--- src/sv/rau_pkg.sv ---
// ----------------------------------------------------------------------------
// rau_pkg
// Shared types and codes of the rational arithmetic unit.
// ----------------------------------------------------------------------------
`default_nettype none

package rau_pkg;

    localparam logic [1:0] MODE_ADD = 2'd0;
    localparam logic [1:0] MODE_SUB = 2'd1;
    localparam logic [1:0] MODE_MUL = 2'd2;
    localparam logic [1:0] MODE_DIV = 2'd3;

    localparam logic [1:0] ST_OK       = 2'd0;
    localparam logic [1:0] ST_ZERO_DEN = 2'd1;
    localparam logic [1:0] ST_DIV_ZERO = 2'd2;
    localparam logic [1:0] ST_OVERFLOW = 2'd3;

    typedef enum logic [1:0] {
        RS_A,
        RS_B,
        RS_R
    } t_red_sel;

    typedef enum logic [3:0] {
        S_IDLE,
        S_CHECK,
        S_START,
        S_GCD,
        S_DIV,
        S_STORE,
        S_DZ,
        S_MUL,
        S_COMB,
        S_OUT
    } t_state;

    typedef struct packed {
        logic       load;
        logic       red_start;
        logic       gcd_step;
        logic       div_start;
        logic       div_step;
        logic       red_store;
        t_red_sel   sel;
        logic       mul_step;
        logic [1:0] mul_idx;
        logic       comb;
        logic       st_we;
        logic [1:0] st_code;
        logic       out_we;
    } t_dp_cmd;

    typedef struct packed {
        logic zero_den;
        logic div_zero;
        logic gcd_done;
        logic div_done;
        logic red_ovf;
        logic comb_ovf;
    } t_dp_stat;

endpackage

`default_nettype wire

--- src/sv/rau_ctrl.sv ---
// ----------------------------------------------------------------------------
// rau_ctrl
// Sequencer: operand reduction, products, combination, result reduction.
// ----------------------------------------------------------------------------
`default_nettype none

module rau_ctrl
    import rau_pkg::*;
(
    input  wire logic     i_clk,
    input  wire logic     i_rst_n,
    input  wire logic     i_in_valid,
    output logic          o_in_ready,
    input  wire logic     i_out_free,
    output t_dp_cmd       o_cmd,
    input  wire t_dp_stat i_stat
);

    t_state     r_state, n_state;
    t_red_sel   r_sel, n_sel;
    logic [1:0] r_midx, n_midx;

    always_ff @(posedge i_clk) begin
        if (!i_rst_n) begin
            r_state <= S_IDLE;
            r_sel   <= RS_A;
            r_midx  <= 2'd0;
        end else begin
            r_state <= n_state;
            r_sel   <= n_sel;
            r_midx  <= n_midx;
        end
    end

    always_comb begin
        n_state = r_state;
        n_sel   = r_sel;
        n_midx  = r_midx;
        unique case (r_state)
            S_IDLE:  if (i_in_valid) n_state = S_CHECK;
            S_CHECK: begin
                n_state = i_stat.zero_den ? S_OUT : S_START;
                n_sel   = RS_A;
            end
            S_START: n_state = S_GCD;
            S_GCD:   if (i_stat.gcd_done) n_state = S_DIV;
            S_DIV:   if (i_stat.div_done) n_state = S_STORE;
            S_STORE: begin
                if (i_stat.red_ovf) begin
                    n_state = S_OUT;
                end else begin
                    unique case (r_sel)
                        RS_A: begin
                            n_sel   = RS_B;
                            n_state = S_START;
                        end
                        RS_B:    n_state = S_DZ;
                        default: n_state = S_OUT;
                    endcase
                end
            end
            S_DZ: begin
                n_midx  = 2'd0;
                n_state = i_stat.div_zero ? S_OUT : S_MUL;
            end
            S_MUL: begin
                n_midx = r_midx + 2'd1;
                if (r_midx == 2'd3) n_state = S_COMB;
            end
            S_COMB: begin
                n_sel   = RS_R;
                n_state = i_stat.comb_ovf ? S_OUT : S_START;
            end
            S_OUT:   if (i_out_free) n_state = S_IDLE;
            default: n_state = S_IDLE;
        endcase
    end

    always_comb begin
        o_cmd      = '0;
        o_cmd.sel  = r_sel;
        o_in_ready = 1'b0;
        o_cmd.mul_idx = r_midx;
        unique case (r_state)
            S_IDLE: begin
                o_in_ready = 1'b1;
                o_cmd.load = i_in_valid;
            end
            S_CHECK: begin
                o_cmd.st_we   = i_stat.zero_den;
                o_cmd.st_code = ST_ZERO_DEN;
            end
            S_START: o_cmd.red_start = 1'b1;
            S_GCD: begin
                o_cmd.div_start = i_stat.gcd_done;
                o_cmd.gcd_step  = !i_stat.gcd_done;
            end
            S_DIV:   o_cmd.div_step = !i_stat.div_done;
            S_STORE: begin
                if (i_stat.red_ovf) begin
                    o_cmd.st_we   = 1'b1;
                    o_cmd.st_code = ST_OVERFLOW;
                end else begin
                    o_cmd.red_store = 1'b1;
                    o_cmd.st_we     = (r_sel == RS_R);
                    o_cmd.st_code   = ST_OK;
                end
            end
            S_DZ: begin
                o_cmd.st_we   = i_stat.div_zero;
                o_cmd.st_code = ST_DIV_ZERO;
            end
            S_MUL:  o_cmd.mul_step = 1'b1;
            S_COMB: begin
                o_cmd.st_we   = i_stat.comb_ovf;
                o_cmd.st_code = ST_OVERFLOW;
                o_cmd.comb    = !i_stat.comb_ovf;
            end
            S_OUT:   o_cmd.out_we = i_out_free;
            default: o_cmd = '0;
        endcase
    end

endmodule

`default_nettype wire

--- src/sv/rau_dp.sv ---
// ----------------------------------------------------------------------------
// rau_dp
// Operand registers, binary gcd, twin restoring dividers, shared multiplier.
// ----------------------------------------------------------------------------
`default_nettype none

module rau_dp
    import rau_pkg::*;
#(
    parameter int W = 32
) (
    input  wire logic          i_clk,
    input  wire t_dp_cmd       i_cmd,
    output t_dp_stat           o_stat,
    input  wire logic [1:0]    i_mode,
    input  wire logic [31:0]   i_a_num,
    input  wire logic [31:0]   i_a_den,
    input  wire logic [31:0]   i_b_num,
    input  wire logic [31:0]   i_b_den,
    output logic signed [31:0] o_res_num,
    output logic [30:0]        o_res_den,
    output logic [1:0]         o_status
);

    localparam int KW = $clog2(W);
    localparam int CW = $clog2(W + 1);
    localparam logic [W-1:0]   MAXV  = {1'b0, {(W-1){1'b1}}};
    localparam logic [W-1:0]   MINM  = {1'b1, {(W-1){1'b0}}};
    localparam logic [2*W-1:0] MAXV2 = {{(W+1){1'b0}}, {(W-1){1'b1}}};
    localparam logic [2*W-1:0] MINM2 = {{W{1'b0}}, 1'b1, {(W-1){1'b0}}};

    logic [1:0]         r_mode;
    logic [W-1:0]       r_an, r_ad, r_bn, r_bd, r_rn, r_rd;
    logic               r_rs;
    logic [W-1:0]       r_u, r_v, r_g, r_qn, r_qd, r_mn, r_md;
    logic [KW-1:0]      r_k;
    logic [CW-1:0]      r_cnt;
    logic [2*W-1:0]     r_p [4];
    logic [1:0]         r_st;
    logic [W-1:0]       r_onum;
    logic [W-2:0]       r_oden;
    logic [1:0]         r_ost;

    function automatic logic [W-1:0] mag(input logic [W-1:0] x);
        return x[W-1] ? (~x + 1'b1) : x;
    endfunction

    function automatic logic fit_sm(input logic s, input logic [2*W-1:0] m);
        return s ? (m <= MINM2) : (m <= MAXV2);
    endfunction

    function automatic logic [W-1:0] sval(input logic s, input logic [2*W-1:0] m);
        return s ? (~m[W-1:0] + 1'b1) : m[W-1:0];
    endfunction

    function automatic logic [2*W-1:0] dstep(input logic [W-1:0] rm,
                                             input logic [W-1:0] q,
                                             input logic [W-1:0] dv);
        logic [W:0] t;
        t = {rm, q[W-1]};
        if (t >= {1'b0, dv}) begin
            t = t - {1'b0, dv};
            return {t[W-1:0], q[W-2:0], 1'b1};
        end
        return {t[W-1:0], q[W-2:0], 1'b0};
    endfunction

    logic [W-1:0]   sn, sd, g, nn, mul_x, mul_y, pv, qv, rn_c, rd_c;
    logic [2*W-1:0] dn, dd;
    logic           sa, sb, c_ovf;
    logic [W:0]     sum;

    always_comb begin
        unique case (i_cmd.sel)
            RS_A: begin
                sn = r_an;
                sd = r_ad;
            end
            RS_B: begin
                sn = r_bn;
                sd = r_bd;
            end
            default: begin
                sn = r_rn;
                sd = r_rd;
            end
        endcase
    end

    assign g  = (r_u | r_v) << r_k;
    assign dn = dstep(r_mn, r_qn, r_g);
    assign dd = dstep(r_md, r_qd, r_g);
    assign nn = r_rs ? (~r_qn + 1'b1) : r_qn;

    always_comb begin
        case (i_cmd.mul_idx)
            2'd0: begin
                mul_x = mag(r_an);
                mul_y = r_bd;
            end
            2'd1: begin
                mul_x = r_ad;
                mul_y = mag(r_bn);
            end
            2'd2: begin
                mul_x = mag(r_an);
                mul_y = mag(r_bn);
            end
            default: begin
                mul_x = r_ad;
                mul_y = r_bd;
            end
        endcase
    end

    assign sa = r_an[W-1];
    assign sb = r_bn[W-1];
    assign pv = sval(sa, r_p[0]);
    assign qv = sval(sb, r_p[1]);
    assign sum = (r_mode == MODE_ADD) ? ({pv[W-1], pv} + {qv[W-1], qv})
                                      : ({pv[W-1], pv} - {qv[W-1], qv});

    always_comb begin
        case (r_mode)
            MODE_ADD, MODE_SUB: begin
                c_ovf = !fit_sm(sa, r_p[0]) || !fit_sm(sb, r_p[1]) ||
                        !fit_sm(1'b0, r_p[3]) || (sum[W] != sum[W-1]);
                rn_c  = sum[W-1:0];
                rd_c  = r_p[3][W-1:0];
            end
            MODE_MUL: begin
                c_ovf = !fit_sm(sa ^ sb, r_p[2]) || !fit_sm(1'b0, r_p[3]);
                rn_c  = sval(sa ^ sb, r_p[2]);
                rd_c  = r_p[3][W-1:0];
            end
            default: begin
                c_ovf = !fit_sm(sa, r_p[0]) || !fit_sm(sb, r_p[1]);
                rn_c  = pv;
                rd_c  = qv;
            end
        endcase
    end

    always_ff @(posedge i_clk) begin
        if (i_cmd.load) begin
            r_mode <= i_mode;
            r_an   <= i_a_num[W-1:0];
            r_ad   <= i_a_den[W-1:0];
            r_bn   <= i_b_num[W-1:0];
            r_bd   <= i_b_den[W-1:0];
        end
        if (i_cmd.red_start) begin
            r_rs <= sn[W-1] ^ sd[W-1];
            r_u  <= mag(sn);
            r_v  <= mag(sd);
            r_qn <= mag(sn);
            r_qd <= mag(sd);
            r_k  <= '0;
        end
        if (i_cmd.gcd_step) begin
            if (!r_u[0] && !r_v[0]) begin
                r_u <= r_u >> 1;
                r_v <= r_v >> 1;
                r_k <= r_k + 1'b1;
            end else if (!r_u[0]) begin
                r_u <= r_u >> 1;
            end else if (!r_v[0]) begin
                r_v <= r_v >> 1;
            end else if (r_u >= r_v) begin
                r_u <= (r_u - r_v) >> 1;
            end else begin
                r_v <= (r_v - r_u) >> 1;
            end
        end
        if (i_cmd.div_start) begin
            r_g   <= g;
            r_cnt <= CW'(W);
            r_mn  <= '0;
            r_md  <= '0;
        end
        if (i_cmd.div_step) begin
            r_cnt <= r_cnt - 1'b1;
            {r_mn, r_qn} <= dn;
            {r_md, r_qd} <= dd;
        end
        if (i_cmd.red_store) begin
            unique case (i_cmd.sel)
                RS_A: begin
                    r_an <= nn;
                    r_ad <= r_qd;
                end
                RS_B: begin
                    r_bn <= nn;
                    r_bd <= r_qd;
                end
                default: begin
                    r_rn <= nn;
                    r_rd <= r_qd;
                end
            endcase
        end
        if (i_cmd.mul_step) r_p[i_cmd.mul_idx] <= mul_x * mul_y;
        if (i_cmd.comb) begin
            r_rn <= rn_c;
            r_rd <= rd_c;
        end
        if (i_cmd.st_we) r_st <= i_cmd.st_code;
        if (i_cmd.out_we) begin
            r_ost  <= r_st;
            r_onum <= (r_st == ST_OK) ? r_rn : '0;
            r_oden <= (r_st == ST_OK) ? r_rd[W-2:0] : '0;
        end
    end

    assign o_stat.zero_den = (r_ad == '0) || (r_bd == '0);
    assign o_stat.div_zero = (r_mode == MODE_DIV) && (r_bn == '0);
    assign o_stat.gcd_done = (r_u == '0) || (r_v == '0);
    assign o_stat.div_done = (r_cnt == '0);
    assign o_stat.red_ovf  = (r_qd > MAXV) || (r_rs ? (r_qn > MINM) : (r_qn > MAXV));
    assign o_stat.comb_ovf = c_ovf;

    assign o_res_num = 32'(signed'(r_onum));
    assign o_res_den = 31'(r_oden);
    assign o_status  = r_ost;

endmodule

`default_nettype wire

--- src/sv/rational_arithmetic_unit_top.sv ---
// ----------------------------------------------------------------------------
// rational_arithmetic_unit_top
// Reduced-fraction add, subtract, multiply and divide with status codes.
// ----------------------------------------------------------------------------
// One request on the slave channel carries the operation in tuser and four
// signed fractions fields in tdata; one result leaves on the master channel
// with the reduced fraction in tdata and the status code in tuser.
// Each request runs alone: both operands and then the result pass through
// one reduction unit (binary gcd, one step a cycle, then two restoring
// dividers in parallel), with four products on one shared multiplier in
// between. A request with a zero denominator skips reduction and goes
// straight to the output. The next request is taken once the previous
// result sits in the output register; if the receiver stalls, the result
// holds and the block stalls before writing the next one. Reset returns
// the sequencer to idle and empties the output register.
// ----------------------------------------------------------------------------
`default_nettype none

module rational_arithmetic_unit_top
    import rau_pkg::*;
#(
    parameter int WORD_BITS = 32
) (
    input  wire logic         i_clk,
    input  wire logic         i_rst_n,
    input  wire logic         s_axis_tvalid,
    output logic              s_axis_tready,
    // a_num, a_den, b_num, b_den
    input  wire logic [127:0] s_axis_tdata,
    // mode
    input  wire logic [1:0]   s_axis_tuser,
    output logic              m_axis_tvalid,
    input  wire logic         m_axis_tready,
    // res_num, res_den, zero pad
    output logic [63:0]       m_axis_tdata,
    // status
    output logic [1:0]        m_axis_tuser
);

    t_dp_cmd            cmd;
    t_dp_stat           stat;
    logic               r_m_valid;
    logic               out_free;
    logic signed [31:0] res_num;
    logic [30:0]        res_den;

    assign out_free = !r_m_valid || m_axis_tready;

    rau_ctrl u_ctrl (
        .i_clk      (i_clk),
        .i_rst_n    (i_rst_n),
        .i_in_valid (s_axis_tvalid),
        .o_in_ready (s_axis_tready),
        .i_out_free (out_free),
        .o_cmd      (cmd),
        .i_stat     (stat)
    );

    rau_dp #(.W(WORD_BITS)) u_dp (
        .i_clk     (i_clk),
        .i_cmd     (cmd),
        .o_stat    (stat),
        .i_mode    (s_axis_tuser),
        .i_a_num   (s_axis_tdata[31:0]),
        .i_a_den   (s_axis_tdata[63:32]),
        .i_b_num   (s_axis_tdata[95:64]),
        .i_b_den   (s_axis_tdata[127:96]),
        .o_res_num (res_num),
        .o_res_den (res_den),
        .o_status  (m_axis_tuser)
    );

    always_ff @(posedge i_clk) begin
        if (!i_rst_n) begin
            r_m_valid <= 1'b0;
        end else if (cmd.out_we) begin
            r_m_valid <= 1'b1;
        end else if (m_axis_tready) begin
            r_m_valid <= 1'b0;
        end
    end

    assign m_axis_tvalid = r_m_valid;
    assign m_axis_tdata  = {1'b0, res_den, res_num};

    a_err_zero: assert property (@(posedge i_clk) disable iff (!i_rst_n)
        (m_axis_tvalid && m_axis_tuser != ST_OK) |-> (m_axis_tdata == 64'd0))
        else $error("error result not zero");

    a_den_pos: assert property (@(posedge i_clk) disable iff (!i_rst_n)
        (m_axis_tvalid && m_axis_tuser == ST_OK) |-> (m_axis_tdata[62:32] != 31'd0))
        else $error("zero denominator on good result");

    a_busy: assert property (@(posedge i_clk) disable iff (!i_rst_n)
        (s_axis_tvalid && s_axis_tready) |=> !s_axis_tready)
        else $error("request taken while busy");

endmodule

`default_nettype wire
--- config.mk ---
export PLATFORM = sky130hd
export DESIGN_NAME = rational_arithmetic_unit_top
export DESIGN_NICKNAME = d
export VERILOG_FILES = /design/src/sv/rau_pkg.sv /design/src/sv/rau_ctrl.sv /design/src/sv/rau_dp.sv /design/src/sv/rational_arithmetic_unit_top.sv
export SDC_FILE = /design/constraint.sdc
export NUM_CORES = 2
export LEC_CHECK = 0
export BUFFER_PORTS_ARGS = -buffer_cell sky130_fd_sc_hd__buf_2
export CAP_MARGIN = 10
export CORE_AREA = 2 2 523 525
export CTS_CLUSTER_SIZE = 30
export DETAILED_ROUTE_END_ITERATION = 10
export DIE_AREA = 0 0 525 527
export GPL_TIMING_DRIVEN = 0
export PLACE_DENSITY_LB_ADDON = 0.3
export SYNTH_ARGS = -nofsm -noshare
export SYNTH_HDL_FRONTEND = slang
export SYNTH_SLANG_ARGS = --single-unit
export TNS_END_PERCENT = 1
--- constraint.sdc ---
create_clock -name i_clk -period 10.3 [get_ports i_clk]
set_input_delay 0 -clock i_clk [delete_from_list [all_inputs] [get_ports i_clk]]
set_output_delay 0 -clock i_clk [all_outputs]
set_load 0.005 [all_outputs]
Word level (Yosys, flattened, before mapping) --
Memories as Yosys holds them, arrays and structs flattened. Cells that the tools add are included.
Word-level totals: register bits after elaboration 506, RAM bits 256, input port bits 134, logic and storage cells 246, memories 1
Memory list:
- u_dp.r_p | depth 4, bits a word 64, rd ports 4, clocked after Yosys merged registers in 0, wr ports 1, RTL line rau_dp.sv:38 | logic [2*W-1:0] r_p [4];
Cells by class: add/subtract/negate cells 17, multiply operators 1, $lt $le $gt $ge 13, equality and inequality tests 27, shift-type cells 1, mux-type cells 103, bitwise logic cells 11, reduce and logical (&&, ||, !) cells 47
Operators with widths (number):
- $mux 32 | 50
- $add 32x1->32 const B | 8
- $le 64x31->1 const B | 4
- $mux 64 | 4
- $not 32->32 | 8
- $le 64x32->1 const B | 3
- $pmux 32 s2 | 3
- $logic_not 32->1 | 5
- $sub 32x32->32 | 4
- $ge 33x32->1 | 2
- $gt 32x31->1 const B | 2
- $mul 32x32->64 | 1
- $pmux 4 s10 | 1
- $mux 4 | 9
- $add 32x32->33 | 1
- $mux 33 | 1
- $sub 32x32->33 | 1
- $ge 32x32->1 | 1
- $gt 32x32->1 const B | 1
- $or 32x32->32 | 1
- $shl 32x5->32 | 1
- $mux 1 | 19
- $eq 4x3->1 const B | 4
- $mux 5 | 3
- 34 further kinds | 83

Longest topological paths before layout --
word-level depth 14, depth in mapped cells 44

By module --
From an unflattened synthesis, not the netlist that was laid out.
Second synthesis, totals: cell total of the unflattened synthesis 8957, area total of the unflattened synthesis 81376.8 um^2
Modules (own cells, without submodules):
- rau_dp | instances 1, cells an instance 8846, area an instance 80559.8 um^2
- rau_ctrl | instances 1, cells an instance 105, area an instance 757.0 um^2
- rational_arithmetic_unit_top | instances 1, cells an instance 6, area an instance 60.1 um^2

Least setup slack after synthesis --
Ideal clock, no wire load.
kind register to register, from register u_ctrl.r_state[1], to memory u_dp.r_p[0][62] (netlist name) (data pin), arrival 10.959 ns, required time 10.028 ns, setup slack -0.931 ns, stages on the path, launching flop included 40, path buffers 10, path through dfxtp_1 clkbuf_1 o21ai_1 clkbuf_1 buf_1 clkbuf_1 buf_1 clkbuf_1 nand2_1 ha_1 clkbuf_1 buf_1 o21a_1 clkbuf_1 clkbuf_1 nor2_1 fa_1 fa_1 [... 4 more ...] fa_1 fa_1 fa_1 inv_1 fa_1 inv_1 ha_1 a21o_1 a21o_1 a211oi_1 o21ai_0 a221o_1 a21oi_1 o21ba_2 o22ai_1 a211oi_1 nor2_1 o311ai_0
On the way: cells in the longest elaborated chain, start to end 7, elaborated cells between the ends (all ways) 20
Ends and longest elaborated chain:
- start, declared | RTL line rau_ctrl.sv:19 | t_state r_state, n_state;
- start signal, assigned | RTL line rau_ctrl.sv:29 | r_state <= n_state;
- $eq 4x2->1 (tied with other cells) | RTL line rau_ctrl.sv:84 | unique case (r_state)
- $reduce_or 10->1 (no line) (*)
- $mux 2 (*) | RTL line rau_ctrl.sv:84
- $eq 2x2->1 (tied with other cells) | RTL line rau_dp.sv:96 | case (i_cmd.mul_idx)
- $reduce_or 2->1 (no line)
- $mux 32
- $mul 32x32->64 (*) | RTL line rau_dp.sv:202 | if (i_cmd.mul_step) r_p[i_cmd.mul_idx] <= mul_x * mul_y;
- end, declared | RTL line rau_dp.sv:38
Mark *: on every way between the ends. The rest lies on a longest branch, timed or not.

Worst setup path after layout --
from register u_dp.r_bn[16], to memory u_dp.r_p[3][56] (netlist name) (data pin)
On the way: cells in the longest elaborated chain, start to end 5
Ends and longest elaborated chain:
- start, declared | RTL line rau_dp.sv:33 | logic [W-1:0] r_an, r_ad, r_bn, r_bd, r_rn, r_rd;
- start signal, assigned | RTL line rau_dp.sv:149 | r_bn <= i_b_num[W-1:0];
- start signal, assigned | RTL line rau_dp.sv:193 | r_bn <= nn;
- $not 32->32 | RTL line rau_dp.sv:45 | return x[W-1] ? (~x + 1'b1) : x;
- $add 32x1->32 | RTL line rau_dp.sv:45
- $mux 32 (*) | RTL line rau_dp.sv:45
- $mux 32 (*)
- $mul 32x32->64 (*) | RTL line rau_dp.sv:202
Marks and branches as above.

==> run metrics <==
status=complete, but fails checks; failing checks=max-capacitance violations, negative setup slack; vias per inst=5.57; die width=525 µm; Slew headroom=0.0116; Final setup viols=39; Core Area=0.272 mm²; Req. time, crit path=10.75 ns; Initial DRT Pass Iterations=9; CTS max path bufs=3; clock skew=0.0686 ns; Avg Inst Size Synth=8.93 µm²; Die Area=0.277 mm²; share of layout cells above drive strength 1=0.128; worst min path class=primary input to register; dpl hpwl=329000 µm; maxcap violations=1; Post-Route Utilization=0.354; drt wl/cell=30.0 µm; RSZ-0062 raised after global routing=true; Slowest-stage cell, CP=fa_2; P&R area growth vs syn=18.6%; Primary FF master, synth=edfxtp_1; crit path max fanout=10; final hold vios=0; vias in the first global route=73800; largest net degree at the start of global routing=65; Clock Tree Root=clkbuf_16; slack of the critical path=-0.234 ns; pre-CTS setup slack=-4.42 ns; initial antenna violation count=41; Slew Viols, Final=0; Rows=192; via count=74300; crit path launch type=register; EDFF count, synth=556; most common cell after layout, fill and taps aside=nor2_1; CTS HTree Levels=3; Routability Congestion=1.08; CP arrival=10.98 ns; TritonCTS clock tree=done; commonest non-fill, non-tap cells in the layout=nor2_1 (1240), inv_1 (1127), nand2_1 (977); Port Buffer Count=200; Die Ht=527 µm; Post-Syn Area=0.0811 mm²; Synthesis Warnings=0; clock network latency to the later pin of the worst-skew pair=0.77 ns; CP Capture Type=register; Worst path max stage delay=0.67 ns; Final Routed Wirelength=401000 µm; critical path type=register to register; DRC viols=0; worst slew pin tran=1.47 ns; I/O pin cnt=202; minimum clock period=10.53 ns; Tot GR Track Use=0.282; CTS Buf Count=93; final worst path period share=1.02; Netlist cell types=92; First DRT Iteration DRCs=8410; Synth Register Bits=762; Worst-path clk slew=0.06 ns; ys async rst share=0; sequential-to-total area share from yosys stat=0.257; critical path's most frequent cell=fa_1; Clock Sinks=762; Post-Syn Nets=10600; gr ovfl total=0; layout net count=11200; maximum clock frequency=94.9 MHz; Antenna Violating Nets Remaining=0; initial core utilization=0.298; global-route wire length before repair=555000 µm; Cells after Synth=9074
[kinds of logic after synthesis]
logic type | Yosys count | share of synthesized area
compound gates | 1679 | 0.131
xor+xnor | 458 | 0.0497
fa+ha+maj | 1371 | 0.295
buf+inv | 1629 | 0.0760
flops | 762 | 0.257
mux | 185 | 0.0297
other cells | 1 | 0.0000463
simple gates | 2989 | 0.161
[flip-flops by register name (all words and copies together) (netlist names), 5 cells and up]
| name | cells |
|---|---|
| u_dp.r_u | 32 |
| u_dp.r_md | 32 |
| u_dp.r_p | 256 |
| u_dp.r_g | 32 |
| u_dp.r_k | 5 |
| u_dp.r_qd | 32 |
| u_dp.o_res_num | 32 |
| u_dp.o_res_den | 31 |
| u_dp.r_v | 32 |
| u_dp.r_rn | 32 |
| u_dp.r_qn | 32 |
| u_dp.r_mn | 32 |
| u_dp.r_cnt | 6 |
| u_dp.r_ad | 32 |
| u_dp.r_rd | 32 |
| u_dp.r_bd | 32 |
| u_dp.r_bn | 32 |
| u_dp.r_an | 32 |
[routing by layer]
metal	wire, µm	GRT usage	share of wire
met5	143	0	0.00036
met4	38700	0.224	0.097
met3	37100	0.0711	0.093
met1	148000	0.331	0.37
met2	176000	0.439	0.44
[cell usage after synthesis, types with 40 or more instances]
master    number  area share
nor2_1      1249       0.058
inv_1       1143       0.053
nand2_1      983       0.046
fa_1         901        0.22
edfxtp_1     556        0.21
a21oi_1      535       0.033
ha_1         470       0.073
clkbuf_1     429       0.020
o21ai_0      283       0.017
xnor2_1      283       0.031
dfxtp_1      206       0.051
xor2_1       174       0.019
a31oi_1      163       0.013
and2_1       107      0.0083
nor4_1       107      0.0083
a21o_1        99      0.0092
nand3_1       89      0.0055
nand2b_1      86      0.0066
nor3_1        84      0.0052
mux2i_1       83       0.010
o21a_1        70      0.0065
o31ai_1       66      0.0061
o22ai_1       60      0.0046
nor2b_1       55      0.0042
a211oi_1      53      0.0049
o21bai_1      50      0.0046
buf_1         40      0.0019
[path summary, 6_finish.rpt]
kind	startpoint	to	slack (ns)	cells past startpoint
worst max-delay path	u_dp.r_bn[16]	u_dp.r_p[3][56]	-0.23	30
worst max register to register	u_dp.r_bn[16]	u_dp.r_p[3][56]	-0.23	30
worst min-delay path	s_axis_tuser[1]	u_dp.r_mode[1]	0.05	2
worst min register to register	u_dp.r_st[1]	u_dp.o_status[1]	0.49	0
[repair_timing]
| item | CTS | global route |
|---|---|---|
| cloned | 1 | 0 |
| endpoints found under the hold margin | 139 | 0 |
| pin swaps | 140 | 22 |
| setup endpoints to repair | 226 | 128 |
| gates resized for setup | 790 | 80 |
| buffers inserted | 118 | 7 |
| hold buffers | 134 | 0 |
[worst max-delay path, delay by kind of cell (launching register included)]
family,cells,cell delay [ns]
AND/OR/NAND/NOR,7,1.90
adder cells (fa/ha/maj),9,4.33
XOR/XNOR,1,0.35
AO/OA/AOI/OAI,9,2.38
buffers and inverters,4,0.82
flip-flops,1,0.41
[cell type report]
class	count	area (µm²)
inverters	1147	4310
diodes	15	37.5
flip-flops and latches	762	20800
well taps	3589	4490
clock buffers	124	2600
repair buffers	528	4150
plain buffers	447	2900
multi-input cells	6683	56300
fillers	27700	176000
clock inverters	47	596
[through the flow]
| step | hold slack (ns) | std cells | area [µm²] | setup TNS, ns |
|---|---|---|---|---|
| floorplan | 0.0989 | 9074 | 81100 | 0 |
| CTS | 0.0323 | 13300 | 95700 | -0.539 |
| detailed placement | 0.179 | 12900 | 87400 | -692.47 |
| global route | 0.0519 | 13300 | 96100 | -10.53 |
| global placement | 0.182 | 12900 | 86600 | -805.76 |
| finish | 0.0527 | 13300 | 96200 | -3.98 |
Power is left out: the tool's default activity adds up to more than one toggle a clock period on the data nets, which glitch-free logic cannot reach.
